--- config.mk ---
export PLATFORM = sky130hd
export DESIGN_NAME = tmm_fifo
export DESIGN_NICKNAME = d
export VERILOG_FILES = /design/src/hdl/tolerant_template_match_defines.svh /design/src/hdl/tmm_pkg.sv /design/src/hdl/tmm_fifo.sv
export SDC_FILE = /design/constraint.sdc
export NUM_CORES = 1
export LEC_CHECK = 0
export ABC_AREA = 1
export BUFFER_PORTS_ARGS = -buffer_cell sky130_fd_sc_hd__buf_2
export CELL_PAD_IN_SITES_DETAIL_PLACEMENT = 2
export CELL_PAD_IN_SITES_GLOBAL_PLACEMENT = 2
export CORE_MARGIN = 3
export CORE_UTILIZATION = 41
export DETAILED_ROUTE_END_ITERATION = 10
export PLACE_DENSITY_LB_ADDON = 0.12
export SYNTH_ARGS = -nofsm -noshare
export SYNTH_HDL_FRONTEND = slang
export SYNTH_SLANG_ARGS = --single-unit
--- constraint.sdc ---
create_clock -name clk -period 16.35 [get_ports clk]
set_input_delay 3.27 -clock clk [delete_from_list [all_inputs] [get_ports clk]]
set_output_delay 3.27 -clock clk [all_outputs]
set_load 0.005 [all_outputs]
--- src/hdl/tolerant_template_match_defines.svh ---
// Assertion macros used by the matcher back end (tmm_back).
`ifndef TOLERANT_TEMPLATE_MATCH_DEFINES_SVH
`define TOLERANT_TEMPLATE_MATCH_DEFINES_SVH
`ifndef NO_ASSERTIONS
`define TMM_ASSERT(lbl, prop) \
  lbl: assert property (@(posedge clk) disable iff (!rst_n) prop) \
    else $error("tmm assertion failed");
`define TMM_NEVER(lbl, cond) \
  lbl: assert property (@(posedge clk) disable iff (!rst_n) !(cond)) \
    else $error("tmm forbidden condition seen");
`else
`define TMM_ASSERT(lbl, prop)
`define TMM_NEVER(lbl, cond)
`endif
`endif

--- src/hdl/tmm_pkg.sv ---
`timescale 1ns / 1ps
package tmm_pkg;

  localparam int CFG_IW  = 3;
  localparam int CFG_DW  = 11;
  localparam int HAY_MAX_H = 1024;
  localparam int JOB_AW  = 21;
  localparam int JOB_LW  = 8;

  localparam logic [1:0] OP_NEEDLE  = 2'd0;
  localparam logic [1:0] OP_HAY     = 2'd1;
  localparam logic [1:0] OP_RESTART = 2'd2;

  localparam logic [CFG_IW-1:0] CFG_NEEDLE_W = 3'd0;
  localparam logic [CFG_IW-1:0] CFG_NEEDLE_H = 3'd1;
  localparam logic [CFG_IW-1:0] CFG_HAY_W    = 3'd2;
  localparam logic [CFG_IW-1:0] CFG_HAY_H    = 3'd3;
  localparam logic [CFG_IW-1:0] CFG_TOL      = 3'd4;
  localparam logic [CFG_IW-1:0] CFG_OPAC     = 3'd5;

  typedef struct packed {
    logic [1:0]  op;
    logic [31:0] pixel;
  } in_item_t;

  typedef struct packed {
    logic [9:0] match_left;
    logic [9:0] match_top;
  } out_item_t;

  typedef struct packed {
    logic [5:0]  nw;
    logic [5:0]  nh;
    logic [10:0] hw;
    logic [10:0] hh;
    logic [8:0]  tol;
    logic [7:0]  lim;
  } cfg_t;

  typedef enum logic [1:0] {
    JOB_NEEDLE,
    JOB_HAY,
    JOB_CHECK
  } job_kind_t;

  // One request as handed from front to back.
  typedef struct packed {
    job_kind_t          kind;
    logic [31:0]        pixel;
    logic [JOB_AW-1:0]  waddr;
    logic [JOB_AW-1:0]  rbase;
    logic [JOB_LW-1:0]  top_line;
    logic [10:0]        left;
    logic [10:0]        top;
  } job_t;

  typedef enum logic [1:0] {
    B_IDLE,
    B_RUN,
    B_DRAIN,
    B_DONE
  } back_state_t;

  function automatic logic chan_close(logic [7:0] a, logic [7:0] b, logic [8:0] tol);
    logic [7:0] d;
    d = (a > b) ? (a - b) : (b - a);
    return ({1'b0, d} <= tol);
  endfunction

  function automatic logic pixels_agree(logic [31:0] h, logic [31:0] n,
                                        logic [8:0] tol, logic [7:0] lim);
    logic skip;
    skip = (lim != 8'd0) && ((h[31:24] >= lim) || (n[31:24] >= lim));
    return skip || (chan_close(h[7:0], n[7:0], tol) &&
                    chan_close(h[15:8], n[15:8], tol) &&
                    chan_close(h[23:16], n[23:16], tol));
  endfunction

endpackage

--- src/hdl/tmm_fifo.sv ---
`timescale 1ns / 1ps
module tmm_fifo (
  input  logic          clk,
  input  logic          rst_n,
  input  logic          push,
  input  tmm_pkg::job_t push_data,
  output logic          full,
  input  logic          pop,
  output logic          empty,
  output tmm_pkg::job_t head
);
  import tmm_pkg::*;

  job_t       mem_r [2];
  logic       wp_r;
  logic       rp_r;
  logic [1:0] cnt_r;

  assign full  = (cnt_r == 2'd2);
  assign empty = (cnt_r == 2'd0);
  assign head  = mem_r[rp_r];

  always_ff @(posedge clk) begin
    if (push) begin
      mem_r[wp_r] <= push_data;
    end
  end

  always_ff @(posedge clk) begin
    if (!rst_n) begin
      wp_r  <= 1'b0;
      rp_r  <= 1'b0;
      cnt_r <= 2'd0;
    end else begin
      if (push) begin
        wp_r <= ~wp_r;
      end
      if (pop) begin
        rp_r <= ~rp_r;
      end
      case ({push, pop})
        2'b10:   cnt_r <= cnt_r + 2'd1;
        2'b01:   cnt_r <= cnt_r - 2'd1;
        default: cnt_r <= cnt_r;
      endcase
    end
  end

endmodule

==> impl_results.md <==
* Metal2 WL at 10100 µm
* CP Cell Sequence: buf_4 > mux2_2 > buf_2
* Critical Path RT at 13080 ps
* Final non-filler cell area at 10160 µm²
* Power, Total at 0.001276 W
* Buffer levels on the longest clock path at 3
* Post-synth EDFFs at 212
* RSZ-0062 raised after global routing: no
* Post-Syn Instances at 365
* Final hold vios at 0
* Sequential cell area fraction in the yosys report at 0.8049
* Setup Viol. Count Final at 0
* Fill cell count at 1706
* Die X at 146.0 µm
* Headroom to the max-slew limit at 0.2633
* Yosys reg bits at 217
* Maxcap violations at 0
* Worst-Margin Slew at 1105 ps
* Resized cells post-CTS at 0
* Post-synthesis instance area at 8034 µm²
* Initial antenna violation count at 3
* Inst Count DP at 834
* GRT overflow at 0
* Synth cell count leaders: edfxtp_1, mux2_2, mux2_4
* Area leader, netlist: edfxtp_1
* Port Buffers at 217
* Worst Path Arrival at 2790 ps
* Area delta synth->final at 26.41%
* Outcome: finished clean
* Crit path max-delay cell type: buf_4
* Crit share post-route at 0.3705
* Final worst slack at 10290 ps
* Vias post-DR at 4193
* Yosys top cell area share at 0.7924
* Cts hold-fix bufs at 0
* Layout cell share with drive strength beyond 1 at 0.5867
* Io pins at 218
* Drt initial violations at 223
* Top delay family on crit path: buffers and inverters
* Core box area at 18960 µm²
* Die Span Y at 146.0 µm
* Post-synth ARST share at 0
* Fin cells at 878
* Num CTS Buffers at 24
* PD cells at 125.7 nW/µm²
* CP Launch Type: flop
* Pre-CTS setup slack at 10750 ps
* Synth area leaders: edfxtp_1, mux2_2, mux2_4
* P_leak at 3.914 nW
* Clock-pin slew on the worst setup and hold paths at 60 ps
* Routed metal-1 wirelength at 6847 µm
* Pre-antenna DRT Iters at 4
* Met3 wire length at 1443 µm
* Clock period minus worst slack at 6058 ps
* Count leader, synth: edfxtp_1
* First-pass GRT wire length at 28890 µm
* Clock tree root buffer cell: clkbuf_16
* CTS tree: built
* Critical Path Max Stage Delay at 910 ps
* Total Routed Length at 18760 µm
* Drt wl/cell at 21.37 µm
* Detail Route Antenna Nets at 0
* All-Layer GR Usage at 0.1738
* Library cells used by synthesis at 13
* Clock net sink count at 217
* Drt via density at 4.776
* HPWL after DPL at 12940 µm
* Starting density of the core at 0.4238
* DRC Markers at 0
* Area of the die at 21310 µm²
* Crit path max fanout at 65
* Main flop type after synthesis: edfxtp_1
* CP endpoint kind: primary output
* Clk Latency, worst-skew pair at 500 ps
* Setup TNS Final at 0 ps
* Worst vdd ir at 0.08777 mV
* Slew Viols, Final at 0
* Type of the worst setup path: flop to primary output
* Vias in the first global route at 4838
* Syn Nets at 476
* Core Rows at 50
* Yosys warning count at 0
* Hold Crit Class: flop to flop
* Buffer and inverter count on the worst path at 2
* Synthesized area per cell at 22.01 µm²
* Setup bufs post-CTS at 0
* H-tree depth at 1
* Final net count at 711
* Placed Area at 9392 µm²
* Placer Congestion at 0.7084
* Uppermost layer routed: met5
* FMAX at 165.1 MHz
* Worst clock skew at 14.20 ps
* Largest net degree at the start of global routing at 66
routing by layer:
metal	track usage	up-vias
li1	-	1901
met1	0.1931	2108
met2	0.3210	145
met3	0.05761	33
met4	0.04421	6
met5	0	-
path summary, 6_finish.rpt:
check | startpoint | endpoint | slack (ps) | depth (start not counted)
hold reg to reg | cnt_r[1] | cnt_r[1] | 540 | 2
setup reg to reg | wp_r | mem_r[1][46] | 14120 | 3
hold / removal | cnt_r[1] | cnt_r[1] | 540 | 2
setup / recovery | flop | head[8] | 10290 | 3
power breakdown:
group | switching (W) | internal (W)
registers | 0.0000116 | 0.000645
clock network | 0.000202 | 0.000311
logic | 0.0000514 | 0.0000553
stage by stage:
stage / hold WS [ps] / util
CTS: 552.0 / 0.5356
global placement: 483.8 / 0.4954
finish: 539.1 / 0.5358
detailed placement: 519.3 / 0.4954
floorplan: 463.5 / -
global route: 560.2 / 0.5356
placed cells by master (no fill, tap or decap), types with 5 or more instances in the layout:
cell	n
buf_2	217
edfxtp_1	212
mux2_2	66
mux2_4	40
clkbuf_16	25
nor2_1	11
nand2_1	8
clkinv_1	6
inv_1	5
clkbuf_1	5
registers in the layout, indices dropped and copies added, names as in the netlist, named ones only:
signal,flops
cnt_r,2
wp_r,1
rp_r,1
mem_r,212
layout make-up:
| class | instances | area [µm²] | area share |
|---|---|---|---|
| antenna | 1 | 2.502 | 0.0002464 |
| multi-input combinational | 130 | 1455 | 0.1433 |
| timing repair buffer | 221 | 1116 | 0.1099 |
| clock inverter | 9 | 62.56 | 0.006160 |
| inverter | 6 | 25.02 | 0.002464 |
| tap | 260 | 325.3 | 0.03203 |
| sequential | 217 | 6470 | 0.6371 |
| clock buffer | 34 | 699.4 | 0.06887 |
kinds of logic after synthesis:
family,Yosys count,synth area share
AOI/OAI and AO/OA,2,0.001245
adders and majority gates,1,0.001557
buffers and inverters,18,0.01495
DFF,217,0.8049
muxes,106,0.1673
and+or+nand+nor,21,0.01012
worst min-delay path, cell delays in order (launching register included):
cell,delay [ps]
dfxtp_1,330
nor2_1,110
nor2_1,60
Note: power is estimated with default switching activity, not from simulation.
