**src/hdl/tolerant_template_match_defines.svh**
```systemverilog
// Assertion macros used by the matcher back end (tmm_back).
`ifndef TOLERANT_TEMPLATE_MATCH_DEFINES_SVH
`define TOLERANT_TEMPLATE_MATCH_DEFINES_SVH
`ifndef NO_ASSERTIONS
`define TMM_ASSERT(lbl, prop) \
  lbl: assert property (@(posedge clk) disable iff (!rst_n) prop) \
    else $error("tmm assertion failed");
`define TMM_NEVER(lbl, cond) \
  lbl: assert property (@(posedge clk) disable iff (!rst_n) !(cond)) \
    else $error("tmm forbidden condition seen");
`else
`define TMM_ASSERT(lbl, prop)
`define TMM_NEVER(lbl, cond)
`endif
`endif

```
**src/hdl/tmm_pkg.sv**
```systemverilog
`timescale 1ns / 1ps
package tmm_pkg;

  localparam int CFG_IW  = 3;
  localparam int CFG_DW  = 11;
  localparam int HAY_MAX_H = 1024;
  localparam int JOB_AW  = 21;
  localparam int JOB_LW  = 8;

  localparam logic [1:0] OP_NEEDLE  = 2'd0;
  localparam logic [1:0] OP_HAY     = 2'd1;
  localparam logic [1:0] OP_RESTART = 2'd2;

  localparam logic [CFG_IW-1:0] CFG_NEEDLE_W = 3'd0;
  localparam logic [CFG_IW-1:0] CFG_NEEDLE_H = 3'd1;
  localparam logic [CFG_IW-1:0] CFG_HAY_W    = 3'd2;
  localparam logic [CFG_IW-1:0] CFG_HAY_H    = 3'd3;
  localparam logic [CFG_IW-1:0] CFG_TOL      = 3'd4;
  localparam logic [CFG_IW-1:0] CFG_OPAC     = 3'd5;

  typedef struct packed {
    logic [1:0]  op;
    logic [31:0] pixel;
  } in_item_t;

  typedef struct packed {
    logic [9:0] match_left;
    logic [9:0] match_top;
  } out_item_t;

  typedef struct packed {
    logic [5:0]  nw;
    logic [5:0]  nh;
    logic [10:0] hw;
    logic [10:0] hh;
    logic [8:0]  tol;
    logic [7:0]  lim;
  } cfg_t;

  typedef enum logic [1:0] {
    JOB_NEEDLE,
    JOB_HAY,
    JOB_CHECK
  } job_kind_t;

  // One request as handed from front to back.
  typedef struct packed {
    job_kind_t          kind;
    logic [31:0]        pixel;
    logic [JOB_AW-1:0]  waddr;
    logic [JOB_AW-1:0]  rbase;
    logic [JOB_LW-1:0]  top_line;
    logic [10:0]        left;
    logic [10:0]        top;
  } job_t;

  typedef enum logic [1:0] {
    B_IDLE,
    B_RUN,
    B_DRAIN,
    B_DONE
  } back_state_t;

  function automatic logic chan_close(logic [7:0] a, logic [7:0] b, logic [8:0] tol);
    logic [7:0] d;
    d = (a > b) ? (a - b) : (b - a);
    return ({1'b0, d} <= tol);
  endfunction

  function automatic logic pixels_agree(logic [31:0] h, logic [31:0] n,
                                        logic [8:0] tol, logic [7:0] lim);
    logic skip;
    skip = (lim != 8'd0) && ((h[31:24] >= lim) || (n[31:24] >= lim));
    return skip || (chan_close(h[7:0], n[7:0], tol) &&
                    chan_close(h[15:8], n[15:8], tol) &&
                    chan_close(h[23:16], n[23:16], tol));
  endfunction

endpackage

```
**src/hdl/tmm_front.sv**
```systemverilog
`timescale 1ns / 1ps
module tmm_front #(
  parameter int NEEDLE_MAX_W = 32,
  parameter int NEEDLE_MAX_H = 32,
  parameter int HAY_MAX_W    = 1024
) (
  input  logic              clk,
  input  logic              rst_n,
  input  logic              in_valid,
  output logic              in_ready,
  input  tmm_pkg::in_item_t in_data,
  input  tmm_pkg::cfg_t     cfg,
  input  logic              cfg_restart,
  input  logic              q_full,
  output logic              q_push,
  output tmm_pkg::job_t     q_data
);
  import tmm_pkg::*;

  localparam int ND  = NEEDLE_MAX_W * NEEDLE_MAX_H;
  localparam int NAW = (ND > 1) ? $clog2(ND) : 1;
  localparam int LNW = (NEEDLE_MAX_H > 1) ? $clog2(NEEDLE_MAX_H) : 1;
  localparam int LAW = $clog2(NEEDLE_MAX_H * HAY_MAX_W);

  logic [NAW-1:0] nidx_r,  nidx_nxt;
  logic [10:0]    hcol_r,  hcol_nxt;
  logic [10:0]    hrow_r,  hrow_nxt;
  logic [LNW-1:0] hline_r, hline_nxt;
  logic [LAW-1:0] hbase_r, hbase_nxt;

  logic           acc;
  logic           check;
  logic [5:0]     nh1;
  logic [LNW-1:0] tline;

  assign in_ready = !q_full;
  assign acc      = in_valid && in_ready;
  assign nh1      = cfg.nh - 6'd1;
  assign check    = ({1'b0, hcol_r} + 12'd1 >= {6'd0, cfg.nw}) &&
                    ({1'b0, hrow_r} + 12'd1 >= {6'd0, cfg.nh});

  // line of the window's top row, modulo the line count
  always_comb begin
    if (int'(hline_r) >= int'(nh1)) begin
      tline = LNW'(int'(hline_r) - int'(nh1));
    end else begin
      tline = LNW'(int'(hline_r) + NEEDLE_MAX_H - int'(nh1));
    end
  end

  always_comb begin
    nidx_nxt  = nidx_r;
    hcol_nxt  = hcol_r;
    hrow_nxt  = hrow_r;
    hline_nxt = hline_r;
    hbase_nxt = hbase_r;
    q_push    = 1'b0;
    q_data.kind     = JOB_HAY;
    q_data.pixel    = in_data.pixel;
    q_data.waddr    = JOB_AW'(LAW'(hbase_r + LAW'(hcol_r)));
    q_data.rbase    = JOB_AW'(LAW'(int'(tline) * HAY_MAX_W));
    q_data.top_line = JOB_LW'(tline);
    q_data.left     = hcol_r + 11'd1 - {5'd0, cfg.nw};
    q_data.top      = hrow_r + 11'd1 - {5'd0, cfg.nh};
    if (acc) begin
      case (in_data.op)
        OP_NEEDLE: begin
          q_push       = 1'b1;
          q_data.kind  = JOB_NEEDLE;
          q_data.waddr = JOB_AW'(nidx_r);
          nidx_nxt     = (nidx_r == NAW'(ND - 1)) ? '0 : nidx_r + NAW'(1);
        end
        OP_HAY: begin
          q_push      = 1'b1;
          q_data.kind = check ? JOB_CHECK : JOB_HAY;
          if ({1'b0, hcol_r} + 12'd1 >= {1'b0, cfg.hw}) begin
            hcol_nxt = '0;
            if ({1'b0, hrow_r} + 12'd1 >= {1'b0, cfg.hh}) begin
              hrow_nxt  = '0;
              hline_nxt = '0;
              hbase_nxt = '0;
            end else begin
              hrow_nxt = hrow_r + 11'd1;
              if (hline_r == LNW'(NEEDLE_MAX_H - 1)) begin
                hline_nxt = '0;
                hbase_nxt = '0;
              end else begin
                hline_nxt = hline_r + LNW'(1);
                hbase_nxt = LAW'(hbase_r + LAW'(HAY_MAX_W));
              end
            end
          end else begin
            hcol_nxt = hcol_r + 11'd1;
          end
        end
        OP_RESTART: begin
          nidx_nxt  = '0;
          hcol_nxt  = '0;
          hrow_nxt  = '0;
          hline_nxt = '0;
          hbase_nxt = '0;
        end
        default: ;
      endcase
    end
    if (cfg_restart) begin
      nidx_nxt  = '0;
      hcol_nxt  = '0;
      hrow_nxt  = '0;
      hline_nxt = '0;
      hbase_nxt = '0;
    end
  end

  always_ff @(posedge clk) begin
    if (!rst_n) begin
      nidx_r  <= '0;
      hcol_r  <= '0;
      hrow_r  <= '0;
      hline_r <= '0;
      hbase_r <= '0;
    end else begin
      nidx_r  <= nidx_nxt;
      hcol_r  <= hcol_nxt;
      hrow_r  <= hrow_nxt;
      hline_r <= hline_nxt;
      hbase_r <= hbase_nxt;
    end
  end

endmodule

```
**config.mk**
```make
export PLATFORM = sky130hd
export DESIGN_NAME = tmm_front
export DESIGN_NICKNAME = d
export VERILOG_FILES = /design/src/hdl/tolerant_template_match_defines.svh /design/src/hdl/tmm_pkg.sv /design/src/hdl/tmm_front.sv
export SDC_FILE = /design/constraint.sdc
export NUM_CORES = 1
export LEC_CHECK = 0
export BUFFER_PORTS_ARGS = -buffer_cell sky130_fd_sc_hd__buf_2
export CORE_AREA = 2 2 82 124
export DETAILED_ROUTE_END_ITERATION = 8
export DIE_AREA = 0 0 84 126
export MAX_ROUTING_LAYER = met4
export PLACE_DENSITY = 0.88
export SYNTH_ARGS = -nofsm -noshare
export SYNTH_HDL_FRONTEND = slang
export SYNTH_SLANG_ARGS = --single-unit
```
**constraint.sdc**
```tcl
create_clock -name clk -period 3.7 [get_ports clk]
set_input_delay 0.555 -clock clk [delete_from_list [all_inputs] [get_ports clk]]
set_output_delay 0.555 -clock clk [all_outputs]
set_load 0.02 [all_outputs]
```
==> impl_metrics.ini, run 1 <==
[hold_path]
holdCritPathClass = flip-flop to flip-flop
holdPathStages = 2
min_to = hline_r[4]$_SDFFE_PP0P_
worstHoldStart = hline_r[4]$_SDFFE_PP0P_

[timing]
rsz0062_at_grt = no
fmaxAchievable_mhz = 286.7
relSlewSlack_pct = 64.71
final.min_clock_period_ns = 3.488
setup_ws_ns = 0.2119
finalCritPeriodShare_pct = 94.27
hold_slack_ns = 0.4908
worst_slew_pin_slew_ns = 0.5259
fin_setup_tns_ns = 0
hold_viol = 0
setup_violations = 0
drv_slew = 0
clock-skew-final_ns = 0.003585

[placed_design]
place_hpwl_mm = 9.023
dpl_cell_area_sq_um = 4818
preCtsSetupSlack_ns = 0.1254
numPortBuffers = 97
gp_congestion = 0.9047
dp.cells = 780

[clock_tree]
htreeDepth = 2
cts.sinks = 42
cts_tree = done
clkLatencyLatePin_ns = 0.28
root_buffer = clkbuf_16
cts.reportedPaths.clkPinSlew_ns = 0.06
clock_path_buffers = 2
cts_buffers = 5

[power]
powerDensity_nw_per_um2 = 243.0
leakagePower_nw = 2.511
totalPowerFinal_mw = 1.223
ir_drop_uv = 311.2

[critical_path]
crit_arrival_ns = 2.93
required_ns = 3.14
cp-end-kind = output port
start_kind = flip-flop
reg2reg_to = hrow_r[3]$_SDFFE_PP0P_
r2r_slack_ns = 0.30
crit_type = flip-flop to output port
r2r_cells = 12
cp_max_fo = 6
r2r-start = hrow_r[2]$_SDFFE_PP0P_

[layout]
drive_gt1_share_pct = 21.07
antenna_cells = 0
fin_util_pct = 52.85
final_area_sq_um = 5034
instances_no_fill = 789
areaGrowthSynthToFinish_pct = 10.07
final_nets = 814
fill_cells = 920

[global_route]
track_usage_pct = 20.72
grt_max_degree = 30
grt_pass1_vias = 4075
antenna_found_initial = 0
grt_pass1_wl_mm = 17.86
overflow = 0

[die]
boundaryPins = 198
num_rows = 44
core_sq_um = 9524
die_w_microns = 84
dieArea_sq_um = 10580
chipHeight_microns = 126
initial_core_util_pct = 48.02

[synth]
synth_cells = 618
synth-main-ff-cell = dfxtp_1
netlist.area_leader.share_pct = 18.39
yosys-top-cells-area = dfxtp_1 18%, ha_1 13%, buf_4 11%, nand2_1 5.7%, xnor2_1 5.2%
ys_warn_count = 0
yosys.area.top_type = dfxtp_1
synth_edf_count = 0
synth_cell_types = 58
syn_avg_cell_area_sq_um = 7.400
syn_area_sq_um = 4573
yosys_register_bits = 42
yosysSeqAreaShare_pct = 18.39
synth_most_common_cell = nand2_1
synthTopCellsByCount = 69 x nand2_1, 66 x buf_4, 54 x inv_1
synthArstFlopShare_pct = 0

[status]
outcome = finished clean

[detailed_routing]
dr.pass1.iters = 5
vias_per_cell = 5.473
vias = 4318
drc_errors = 0
wl_per_cell_microns = 14.06
routed_wl_mm = 11.10
ant_nets = 0
drt-initial-drc-count = 197

[job]
maxCapViolCount = 0
==> sequential cells by signal, summed over array words and instances (netlist names) <==
name     cells
hcol_r      11
hrow_r      11
nidx_r      10
hbase_r      5
hline_r      5
==> power by group <==
group	internal [mW]	total, mW	switching [mW]
sequential	0.453	0.455	0.00165
combinational	0.0949	0.271	0.176
clock	0.319	0.497	0.179
==> worst max-delay path: stages, from the launching register on <==
cell and delay (ns):
dfxtp_2 0.40, ha_2 0.27, xor2_2 0.19, ha_1 0.30, nor2b_1 0.15, o21ai_0 0.15
nand2b_1 0.14, a311oi_2 0.35, nand3_2 0.15, o22ai_2 0.25, a21bo_2 0.16, buf_2 0.15
==> timing repair <==
action / 4_1_cts / 5_1_grt
endpoints found under the setup margin: 2 / 7
pin swaps: 0 / 1
buffers inserted: 0 / 1
gates resized for setup: 3 / 8
hold buffers: 0 / 0
==> layout by cell type (no fill, tap or decap), types with 4 or more instances in the layout <==
master and n:
a211o_1 6, a211oi_1 6, a21o_1 6, a21oi_1 31, a31oi_1 4, and2_1 5, and3_1 5, buf_2 97
buf_4 20, clkbuf_16 5, conb_1 19, dfxtp_1 39, ha_1 47, inv_1 54, nand2_1 69, nand2b_1 4
nand3_1 31, nand3b_1 5, nand4_1 11, nor2_1 47, nor2b_1 11, nor3_1 15, nor4_1 6, o211ai_1 4
o21a_1 4, o21ai_0 17, xnor2_1 27, xor2_1 24
==> cell type report <==
cell class	instances	area, sq um	area share, %
Multi-Input combinational cell	453	3040	60.40
Sequential cell	42	844.6	16.78
Timing Repair Buffer	117	635.6	12.63
Inverter	54	202.7	4.027
Tap cell	115	143.9	2.859
Clock buffer	6	128.9	2.560
Clock inverter	2	37.54	0.7457
==> metal layers <==
layer | vias up | global-route usage [%] | part of all wire (%) | wire, microns
li1 | 2139 | - | - | -
met1 | 1984 | 19.87 | 37 | 4079
met2 | 145 | 40.47 | 55 | 6117
met3 | 50 | 2.425 | 4.6 | 507
met4 | 0 | 9.393 | 3.5 | 392
met5 | - | - | 0 | 0
==> cells by family (layout without fill, tap and decap cells) <==
kind of cell	count (synthesis)	in the layout	synth area share (%)
other	1	19	0.08200
AO/OA/AOI/OAI	101	101	14.56
flip-flops	42	42	18.39
XOR/XNOR	54	54	10.67
multiplexers	2	2	0.4378
buffers and inverters	141	179	17.43
AND/OR/NAND/NOR	226	226	23.99
adder cells (fa/ha/maj)	51	51	14.45
==> worst max path at each step <==
stage          slack (ns)                   start  depth (start not counted)                       end
3_3_place_gp         0.22  hcol_r[0]$_SDFFE_PP0P_                         11               q_data[104]
5_1_grt             0.005  hrow_r[1]$_SDFFE_PP0P_                         12               q_data[104]
6_report             0.21  hcol_r[0]$_SDFFE_PP0P_                         11               q_data[104]
3_5_place_dp         0.13  hcol_r[0]$_SDFFE_PP0P_                         11               q_data[104]
2_1_floorplan        0.41  hrow_r[3]$_SDFFE_PP0P_                         13  hbase_r[12]$_SDFFE_PP0P_
4_1_cts              0.01  hcol_r[0]$_SDFFE_PP0P_                         11               q_data[104]
Note: power is estimated with default switching activity, not from simulation.
==> inputs of run 2 (changes only) <==
==> constraint.sdc (replaced) <==
create_clock -name clk -period 3.7 [get_ports clk]
set_input_delay 0.555 -clock clk [delete_from_list [all_inputs] [get_ports clk]]
set_output_delay 0.555 -clock clk [all_outputs]
set_load 0.1 [all_outputs]
==> run 2 against run 1 <==
Non-clock buffer count decreased by 2. Maximum frequency shrank 0.33%. Final cell count fell by 0.25%. Clock skew is 0.0029 ns higher. Critical endpoint unchanged. Largest cell class unchanged. Highest routed layer unchanged.
==> impl_metrics.ini, run 2 (synthesized netlist as in run 1, its figures left out) <==
[status]
outcome = finished clean

[placed_design]
gp_congestion = 0.8737
dpl_cell_area_sq_um = 5037
dp.cells = 779
numPortBuffers = 97
preCtsSetupSlack_ns = 0.1397
place_hpwl_mm = 8.922

[power]
totalPowerFinal_mw = 1.541
swShare_pct = 43.14
powerDensity_nw_per_um2 = 292.2
p_int_mw = 0.8764
clockPowerShare_pct = 31.9
ir_drop_uv = 259.2
combPwrFrac_pct = 38.6
leakagePower_nw = 2.603
switching_power_mw = 0.6648
p_seq_share_pct = 29.5

[detailed_routing]
drc_errors = 0
ant_nets = 0
drt-initial-drc-count = 172
routed_wl_mm = 10.96
vias = 4257
dr.pass1.iters = 4
vias_per_cell = 5.409
wl_per_cell_microns = 13.93

[global_route]
overflow = 0
grt_max_degree = 30
track_usage_pct = 20.85
grt_pass1_vias = 4035
antenna_found_initial = 0
grt_pass1_wl_mm = 17.95

[timing]
hold_slack_ns = 0.4863
drv_slew = 0
fmaxAchievable_mhz = 285.7
worst_slew_pin_slew_ns = 0.5539
relSlewSlack_pct = 62.98
clock-skew-final_ns = 0.006460
setup_violations = 0
final.min_clock_period_ns = 3.500
rsz0062_at_grt = no
finalCritPeriodShare_pct = 94.59
hold_viol = 0
fin_setup_tns_ns = 0
setup_ws_ns = 0.2003

[die]
chipHeight_microns = 126
initial_core_util_pct = 48.02
die_w_microns = 84
dieArea_sq_um = 10580
boundaryPins = 198
num_rows = 44
core_sq_um = 9524

[layout]
final_area_sq_um = 5275
antenna_cells = 0
final_common_cell = buf_2
instances_no_fill = 787
reg.largest.list = hcol_r (11), hrow_r (11), nidx_r (10)
multiInputGateArea_sq_um = 3164
fin_util_pct = 55.39
fill_cells = 878
final_nets = 812
areaGrowthSynthToFinish_pct = 15.35
final_cell_mix = 88 x buf_2, 69 x nand2_1, 54 x inv_1, 47 x nor2_1, 46 x ha_1
regArea_sq_um = 842.1
drive_gt1_share_pct = 22.92

[critical_path]
start_kind = flip-flop
cp-end-kind = output port
r2r-start = hrow_r[2]$_SDFFE_PP0P_
r2r_slack_ns = 0.24
r2r_cells = 12
crit_arrival_ns = 2.94
cp_max_fo = 6
crit_type = flip-flop to output port
crit_start = hcol_r[0]$_SDFFE_PP0P_
required_ns = 3.14

[clock_tree]
clkLatencyLatePin_ns = 0.28
cts_buffers = 5
cts.sinks = 42
htreeDepth = 2
root_buffer = clkbuf_16
cts_hold_buf = 0
cts.reportedPaths.clkPinSlew_ns = 0.06
cts_tree = done
clock_path_buffers = 2

[hold_path]
worstHoldStart = hline_r[4]$_SDFFE_PP0P_
holdCritPathClass = flip-flop to flip-flop
holdPathStages = 2

[job]
maxCapViolCount = 0
==> run 2: cell count changes in the layout (fill, tap and decap cells not counted), sizes merged <==
cell,before,now
buf,117,114
clkbuf,6,7
==> run 2: timing repair <==
action / CTS / global route
gates resized for setup: 3 / 12
setup buffers: 0 / 0
cloned: 0 / 0
pin swaps: 0 / 1
setup endpoints to repair: 2 / 7
==> run 2: power groups by stage <==
stage          registers, mW  logic (mW)  clock network (mW)
3_3_place_gp           0.464       0.588                   0
5_1_grt                0.454       0.621               0.518
3_5_place_dp           0.464       0.593                   0
2_1_floorplan          0.465       0.700                   0
6_report               0.454       0.595               0.492
4_1_cts                0.454       0.595               0.498
==> run 2: cell type report <==
cell class / instances / area share [%]
multi-input combinational: 453 / 59.99
inverter: 54 / 3.842
timing repair buffer: 115 / 14.33
sequential: 42 / 15.96
tap: 115 / 2.728
clock buffer: 6 / 2.443
clock inverter: 2 / 0.7116
==> run 2: critical path: stages (launching register included) <==
cell and delay [ns]:
dfxtp_1 0.39, buf_4 0.16, nand2_1 0.12, nor2_4 0.16, xor2_2 0.20, ha_1 0.32
a21o_1 0.22, a311oi_2 0.30, nand3_1 0.16, o22ai_2 0.26, a21bo_2 0.19, buf_12 0.17
==> run 2: final timing paths <==
path                               to
max                       q_data[104]
min           hline_r[4]$_SDFFE_PP0P_
max reg2reg  hbase_r[12]$_SDFFE_PP0P_
min reg2reg   hline_r[4]$_SDFFE_PP0P_
==> run 2: routing by layer <==
metal | vias to the layer above | wire length [microns] | GRT usage, % | share of wire (%)
met5 | - | 0 | - | 0
met4 | 0 | 601 | 11.57 | 5.5
met3 | 51 | 473 | 2.163 | 4.3
met2 | 131 | 5862 | 39.25 | 53
met1 | 1951 | 4025 | 20.52 | 37
li1 | 2124 | - | - | -
